File: src/hw/rtl/isml_pkg.sv
// Shared types, constants and codes for the Ising Metropolis lattice block.
// No dependencies; every other file refers to it by scoped names.
package isml_pkg;

	// Lattice side is 2**SIDE_LOG; row and column split by shift and mask.
	localparam int SIDE_LOG = 6;
	localparam int SIDE     = 1 << SIDE_LOG;
	localparam int SITES    = SIDE * SIDE;

	localparam int SITE_W   = 12;
	localparam int FRAC_W   = 16;
	localparam int DE_W     = 5;
	localparam int ENERGY_W = 15;
	localparam int MAGNET_W = 14;
	localparam int CFG_IDX_W  = 1;
	localparam int CFG_DATA_W = 16;

	typedef logic [SIDE_LOG-1:0]        row_t;
	typedef logic [SIDE-1:0]            line_t;
	typedef logic [SITE_W-1:0]          site_t;
	typedef logic [FRAC_W-1:0]          frac_t;
	typedef logic signed [DE_W-1:0]     de_t;
	typedef logic signed [ENERGY_W-1:0] energy_t;
	typedef logic signed [MAGNET_W-1:0] magnet_t;

	localparam energy_t ENERGY_RESET = energy_t'(-2 * SITES);
	localparam magnet_t MAGNET_RESET = magnet_t'(SITES);

	typedef enum logic {
		KIND_ATTEMPT = 1'b0,
		KIND_FORCE   = 1'b1
	} kind_e;

	typedef enum logic [CFG_IDX_W-1:0] {
		CFG_THRESH_FOUR  = 1'b0,
		CFG_THRESH_EIGHT = 1'b1
	} cfg_reg_e;

	// Row reads: three rows of the lattice per item
	typedef struct packed {
		logic en;
		row_t up;
		row_t cur;
		row_t down;
	} rd_req_t;

	typedef struct packed {
		line_t up;
		line_t cur;
		line_t down;
	} rd_rows_t;

	typedef struct packed {
		logic  en;
		row_t  row;
		line_t line;
	} wr_req_t;

	// Item held in the decision stage
	typedef struct packed {
		logic  kind;
		frac_t frac;
		logic  want;
		logic  site_ok;
		row_t  col;
	} item_t;

	typedef struct packed {
		logic  flip;
		logic  new_spin;
		logic  old_spin;
		de_t   de;
		line_t new_line;
	} decision_t;

endpackage

File: src/hw/rtl/isml_flip_unit.sv
// Flip decision: neighbor sum, energy change, Metropolis or force test, new row.
// Pure combinational; depends on isml_pkg.
module isml_flip_unit (
	input  isml_pkg::item_t     item,
	input  isml_pkg::rd_rows_t  rows,
	input  isml_pkg::frac_t     thresh_four,
	input  isml_pkg::frac_t     thresh_eight,
	output isml_pkg::decision_t dec
);

	isml_pkg::row_t col_l, col_r;
	logic           s;
	logic [2:0]     k;
	logic [2:0]     m;
	logic           flip;
	isml_pkg::de_t  de;

	always_comb begin
		col_l = isml_pkg::row_t'(item.col - 1'b1);
		col_r = isml_pkg::row_t'(item.col + 1'b1);
		s = rows.cur[item.col];
		k = {2'b00, rows.up[item.col]} + {2'b00, rows.down[item.col]}
			+ {2'b00, rows.cur[col_l]} + {2'b00, rows.cur[col_r]};
		// neighbors aligned with the site
		m = s ? k : 3'd4 - k;

		case (m)
			3'd0:    de = -isml_pkg::de_t'(8);
			3'd1:    de = -isml_pkg::de_t'(4);
			3'd2:    de = isml_pkg::de_t'(0);
			3'd3:    de = isml_pkg::de_t'(4);
			3'd4:    de = isml_pkg::de_t'(8);
			default: de = isml_pkg::de_t'(0);
		endcase

		if (item.kind == isml_pkg::KIND_FORCE)
			flip = (s != item.want);
		else if (m <= 3'd2)
			flip = 1'b1;
		else if (m == 3'd3)
			flip = (item.frac < thresh_four);
		else
			flip = (item.frac < thresh_eight);

		dec.old_spin = s;
		if (item.site_ok) begin
			dec.flip     = flip;
			dec.new_spin = s ^ flip;
			dec.de       = de;
		end else begin
			dec.flip     = 1'b0;
			dec.new_spin = 1'b0;
			dec.de       = '0;
		end
		dec.new_line = rows.cur;
		dec.new_line[item.col] = ~s;
	end

endmodule

File: config.mk
export PLATFORM = sky130hd
export DESIGN_NAME = isml_flip_unit
export DESIGN_NICKNAME = d
export VERILOG_FILES = /design/src/hw/rtl/isml_pkg.sv /design/src/hw/rtl/isml_flip_unit.sv
export SDC_FILE = /design/constraint.sdc
export NUM_CORES = 1
export LEC_CHECK = 0
export ABC_AREA = 1
export BUFFER_PORTS_ARGS = -buffer_cell sky130_fd_sc_hd__clkbuf_2
export CAP_MARGIN = 20
export CORE_AREA = 2 2 124 126
export DETAILED_ROUTE_END_ITERATION = 7
export DIE_AREA = 0 0 126 128
export SYNTH_ARGS = -nofsm -noshare
export SYNTH_HDL_FRONTEND = slang
export SYNTH_SLANG_ARGS = --single-unit
export TNS_END_PERCENT = 1
File: constraint.sdc
create_clock -name vclk -period 16.2
set_input_delay 2.43 -clock vclk [all_inputs]
set_output_delay 2.43 -clock vclk [all_outputs]
set_load 0.1 [all_outputs]
==> results of run 1 <==
[worst min path at each step]
stage,startpoint,to,slack (ns),depth (start not counted)
final,rows[79],dec[15],5.45,4
after global routing,rows[96],dec[32],5.48,4
after detailed placement,rows[79],dec[15],5.46,4
after global placement,rows[71],dec[7],5.45,4
after CTS,rows[71],dec[7],5.46,4
after floorplan,item[6],dec[70],5.25,2
[kinds of logic after synthesis]
kind of cell	count (synthesis)	share of synthesized area (%)
adder cells (fa/ha/maj)	39	10.9
AO/OA/AOI/OAI	259	35.3
buffers and inverters	146	13.8
XOR/XNOR	6	1.16
AND/OR/NAND/NOR	428	38.8
other	1	0.0825
[tightest hold or removal path, cell delays in order]
cell	delay (ns)
clkbuf_2	0.09
inv_1	0.05
o21ai_0	0.08
clkbuf_2	0.37
[routing by layer]
metal | vias up | GRT usage (%)
li1 | 3589 | -
met1 | 3114 | 36.8
met3 | 60 | 3.34
met2 | 419 | 48.0
met5 | - | 0
met4 | 0 | 10.4
[power by group through the flow]
stage / Combinational, mW / Sequential, mW / Clock (mW)
after CTS: 0.347 / 0 / 0
after detailed placement: 0.345 / 0 / 0
after global placement: 0.344 / 0 / 0
after global routing: 0.376 / 0 / 0
final: 0.348 / 0 / 0
after floorplan: 0.259 / 0 / 0
[through the flow]
stage               cells  area, µm²  util, %  power, mW
floorplan             880       4550        -      0.259
global placement     1333       6160     41.4      0.344
detailed placement   1333       6160     41.4      0.345
CTS                  1333       6160     41.4      0.347
global route         1334       6170     41.5      0.376
finish               1334       6170     41.5      0.348
[cells in the mapped netlist (4+ instances only)]
cell / count / area [µm²]
buf_6: 4 / 45.0
a21oi_1: 95 / 475
nand4_1: 19 / 119
buf_2: 19 / 95.1
a31oi_1: 55 / 344
nor2_2: 8 / 50.1
nand3_1: 59 / 295
nor2_1: 25 / 93.8
a22oi_1: 18 / 135
nor3_1: 5 / 25.0
a221oi_1: 24 / 210
nand2_1: 308 / 1160
ha_1: 38 / 475
buf_4: 7 / 52.6
a22o_1: 12 / 105
o21ai_0: 29 / 145
xor2_1: 4 / 35.0
clkbuf_1: 35 / 131
inv_1: 73 / 274
o21ai_1: 8 / 40.0
inv_2: 5 / 18.8
[final cells by class]
class                      instances  area (µm²)
fill                            1745        8700
tap                              188         235
timing repair buffer             333        1700
multi-input combinational        734        3930
inverter                          79         297
==> results summary, run 1 <==
The vias after detailed routing is 7182. The worst supply voltage drop on vdd is 0.0374 mV. Entering global routing, the biggest net connects 78 pins. The end point of the critical path is dec[70].

The via count of the first global-routing pass came out at 6770. The internal power of the cells totals 90.9 µW. The number of logic stages on the critical path including buffering is 27. The die is 126 µm wide. The count of nets left with antenna violations after detail routing came out at 0.

The leakage power of the design is 3.53 nW. The ratio of cells with drive above 1 in the final layout is 30.9%. The largest individual stage delay along the critical path comes from the cell ha_1. The final total negative setup slack is 0 ns.

The most common cell after layout, fill and taps aside is clkbuf_2. The number of buffers inserted by port buffering came out at 319. The flow ran to the end, and the final reports show no timing, DRC or antenna violations. The clock period minus worst slack came out at 10.87 ns.

The height of the die is 128 µm. Buffers inserted to repair hold after CTS numbered 0. In the routed design, unresolved DRC markers number 0. Setup repair after global routing left no endpoint under its margin. The sum of buffers and inverters on the critical path is 7. The routed wirelength normalized by instance count came out at 18.1 µm.

The initial standard-cell utilization of the core came out at 30.6%. The count of yosys warnings during synthesis came out at 0. Of the total power, the share spent switching nets is 73.9%.

The placer congestion estimate is 0.966. The first global-routing pass estimated 36600 µm of wire. The number of diodes added for antenna fixing is 0. The met3 wire length is 2070 µm. The sequential cell area came out at 0 µm². The total net switching power came out at 257 µW. In the layout the commonest cells are clkbuf_2, nand2_1, a21oi_1. The total wire length after detailed routing is 24100 µm. In the synthesized netlist, the number of instances is 879. The relative contribution of combinational cells to total power is 100.0%. The number of nets in the final layout is 1436. The power per unit of standard cell area came out at 56.5 mW/mm². The clock buffer count in the final layout came out at 0. The proportion of synthesized chip area in sequential cells is 0%. Prior to clock tree synthesis, the placed netlist has a worst setup slack of 5.39 ns. The arrival time of the worst setup path is 8.44 ns. The average vias per placed instance came out at 5.38. The wire-length estimate of the detail-placed layout is 19200 µm.

The pin slew with the least headroom to its limit came out at 1.09 ns. The cell that appears most often on the critical path is nand2_1. The iteration-0 DRC count of the detailed router came out at 607. The routed design uses 11100 µm of met2 wire. The final setup slack of the worst path is 5.33 ns. Based on the critical path, the design can be clocked at up to 92.0 MHz.

The critical setup path kind is input pin to output port. The worst setup path is captured at an output port. The max-slew violation total from the final report came out at 0. The uppermost layer routed is met4.

The clock power share came out at 0%. The global-route congestion overflow total is 0. The number of cell rows came out at 45.

The design has 0 sequential cells. The floorplan step defined a die boundary enclosing 0.0161 mm². The I/O pin count came out at 321. The sequential share of power is 0%.

Gates resized during post-CTS repair numbered 0. The final worst hold slack came out at 5.45 ns. The standard cell core area is 0.0149 mm².

The maximum single-stage delay on the critical path came out at 0.95 ns. The combined area of all synthesized cells is 0.00455 mm². The iteration count of the initial detailed-routing pass came out at 5. Each instance of the synthesized netlist takes up on average 5.17 µm². Among cell families on the critical path, the largest total delay comes from adder cells. The number of setup violations in the final report came out at 0. The critical path launch point is item[0]. For the worst setup path, the data required time is 13.77 ns. The nature of the critical path startpoint is an input pin. The worst hold path belongs to the class input pin to output port.

The number of maximum-capacitance violations came out at 0. The met1 wire length is 9990 µm. Counting distinct cell types in the post-synthesis netlist gives 41. The initial antenna violation count is 0. The maximum fanout encountered on the critical timing path is 77. The final cycle utilization of the critical path is 67.1%. Across every metal layer, demand over resource in global routing totals 28.3%. The synthesis-to-finish area growth came out at 35.6%. The final hold violation count is 0. The worst pin sits at a relative slew slack of 27.1%. After clock tree synthesis, the setup repair step added 0 buffers.
Power figures use the tool's default switching activity.
==> inputs of run 2 (changes only) <==
--- a/config.mk
+++ b/config.mk
@@ -11,6 +11,7 @@
 export CORE_AREA = 2 2 124 126
 export DETAILED_ROUTE_END_ITERATION = 7
 export DIE_AREA = 0 0 126 128
+export PLACE_DENSITY = 0.65
 export SYNTH_ARGS = -nofsm -noshare
 export SYNTH_HDL_FRONTEND = slang
 export SYNTH_SLANG_ARGS = --single-unit
==> constraint.sdc (replaced) <==
create_clock -name vclk -period 8.8
set_input_delay 1.32 -clock vclk [all_inputs]
set_output_delay 1.32 -clock vclk [all_outputs]
set_load 0.1 [all_outputs]
==> results summary, run 2 (synthesis results as in run 1) <==
The power per unit of standard cell area came out at 108 mW/mm² (+91%). The maximum fanout encountered on the critical timing path was 18 (-77%). The number of maximum-capacitance violations came out at 0 (unchanged).

The final total negative setup slack came to 0 ns (unchanged). The post-layout utilization of the core is 42.4% (+0.91 points). The internal power is 197 µW (+120%). The height of the die is 128 µm (unchanged). The combined global-route utilization of all metal layers came to 28.2% (-0.050 points). The switching power as a share of total power came to 71.0% (-2.9 points). The remaining design rule violation count came out at 0 (unchanged).

The vias after detailed routing is 7438 (+3.6%). The HPWL after detailed placement came out at 19600 µm (+2.0%). The total of hold buffers inserted after clock tree synthesis came out at 0 (unchanged).

The endpoint required time on the critical path was 7.48 ns (-6.29 ns). The number of buffers added for setup after CTS was 0 (unchanged). STA classifies the critical path startpoint as an input pin. The die footprint is 0.0161 mm² (unchanged). The number of buffers inserted by port buffering came out at 319 (unchanged).

The number of setup violations in the final report came to 0 (unchanged). The average vias per placed instance was 5.53 (+2.8%). Leaving out fill and tap cells, the most frequent cells in the layout are clkbuf_2, nand2_1, a21oi_1. The wire length of the first global-routing pass came out at 36800 µm (+0.56%). The total wire length after detailed routing is 24200 µm (+0.35%). Of the available clock period, the critical path in the final layout requires 86.8%. The placer congestion estimate is 1.03 (+6.5%). The initial antenna violation count came out at 0 (unchanged). The library cell used most frequently in the layout, excluding fill and tap cells, is clkbuf_2. The global-route congestion overflow total came to 0 (unchanged).

The smallest clock period supported by the final layout is computed as 7.64 ns. The run finished with clean final reports. The relative max-transition margin came out at 27.2% (+0.053 points). The relative contribution of combinational cells to total power was 100.0% (about the same). The routed wirelength normalized by instance count is 18.0 µm (-0.40%).

The number of cell rows came to 45 (unchanged). The class of the worst hold path is input pin to output port. The sequential cell area came to 0 µm² (unchanged).

Setup repair after global routing left no endpoint under its margin. The final hold violation count is 0 (unchanged). The iteration count of the initial detailed-routing pass is 6 (+1).

The count of flip-flops and latches came out at 0 (unchanged). The sequential share of power came out at 0% (unchanged). The count of nets left with antenna violations after detail routing is 0 (unchanged). The max-slew violation total from the final report is 0 (unchanged).

The clock buffer count in the final layout is 0 (unchanged). The number of nets in the final layout came to 1446 (+0.70%). The pin slew with the least headroom to its limit is 1.08 ns (-0.00457 ns). The initial standard-cell utilization of the core is 30.6% (unchanged). The synthesis-to-finish area growth is 38.6%.

The leakage power of the design came to 3.60 nW (+2.0%). The worst setup path is captured at an output port. The maximum number of pins on one net before global-route repair is 76 (-2.6%). The ratio of cells with drive above 1 in the final layout came out at 31.5% (+0.60 points). In this run the worst setup path begins at item[2].

The total net switching power was 484 µW (+88%). Timing would allow up to 131 MHz. The count of cells resized by post-cts repair is 0 (unchanged). The final worst hold slack is 3.10 ns (-2.35 ns). The post-route standard cell area excluding fillers is 0.00630 mm² (+2.2%). The number of diodes added for antenna fixing came out at 0 (unchanged).

The post-place instance area came out at 0.00630 mm² (+2.3%). The standard cell core area is 0.0149 mm² (unchanged). The clock power share is 0% (unchanged). The end point of the critical path is dec[70]. The via count of the first global-routing pass is 6897 (+1.9%).

The x dimension of the die came out at 126 µm (unchanged). The I/O pin count is 321 (unchanged). The critical path in this run is classified as input pin to output port. The origin of the worst min-delay path is item[6]. The arrival time of the worst setup path came out at 6.32 ns (-2.12 ns).

The iteration-0 DRC count of the detailed router came out at 725 (+19%). The worst supply voltage drop on vdd is 0.0616 mV (+65%).
## run 2: critical path: stages
cell and delay, ns:
clkbuf_2 0.16, nor2_1 0.53, buf_4 0.27, inv_1 0.07
nor2_2 0.51, buf_4 0.36, a22o_1 0.16, a221oi_1 0.05
nand4_1 0.14, nand2_1 0.07, nand4_1 0.16, fa_1 0.46
ha_1 0.22, ha_1 0.27, inv_1 0.05, ha_1 0.20
xor2_1 0.16, nand2_1 0.07, nand2_1 0.09, inv_1 0.04
nand2_1 0.08, nand2_1 0.06, nor2_1 0.08, nand3_1 0.10
nand3_1 0.09, nand2_1 0.06, nor2_1 0.26, buf_12 0.22
## run 2: power groups by stage
stage	Sequential (mW)	Combinational [mW]	Clock (mW)
final	0	0.681	0
after global routing	0	0.734	0
after CTS	0	0.677	0
after detailed placement	0	0.675	0
after global placement	0	0.672	0
after floorplan	0	0.477	0
## run 2: final cells by class
cell class,instances,area [µm²]
multi-input cells,734,3930
well taps,188,235
inverters,79,297
fillers,1729,8560
repair buffers,343,1840
## run 2: per-stage QoR
step	setup slack [ns]	total power, mW	instances
after floorplan	0.521	0.477	880
after global placement	1.24	0.672	1344
after detailed placement	1.16	0.675	1344
after CTS	1.16	0.677	1344
after global routing	0.731	0.734	1344
final	1.16	0.681	1344
## run 2: how the worst min path moves through the flow
stage / end / cells past startpoint
6_report: dec[70] / 4
4_1_cts: dec[70] / 4
2_1_floorplan: dec[70] / 2
5_1_grt: dec[70] / 4
3_3_place_gp: dec[70] / 4
3_5_place_dp: dec[70] / 4
## run 2: routing by layer
metal  vias to the layer above  GRT usage (%)  routed length (µm)
li1                       3607              -                   -
met1                      3285           36.9                9860
met2                       477           47.2               11000
met3                        69           4.47                2410
met4                         0           9.83                 986
met5                         -              0                   0
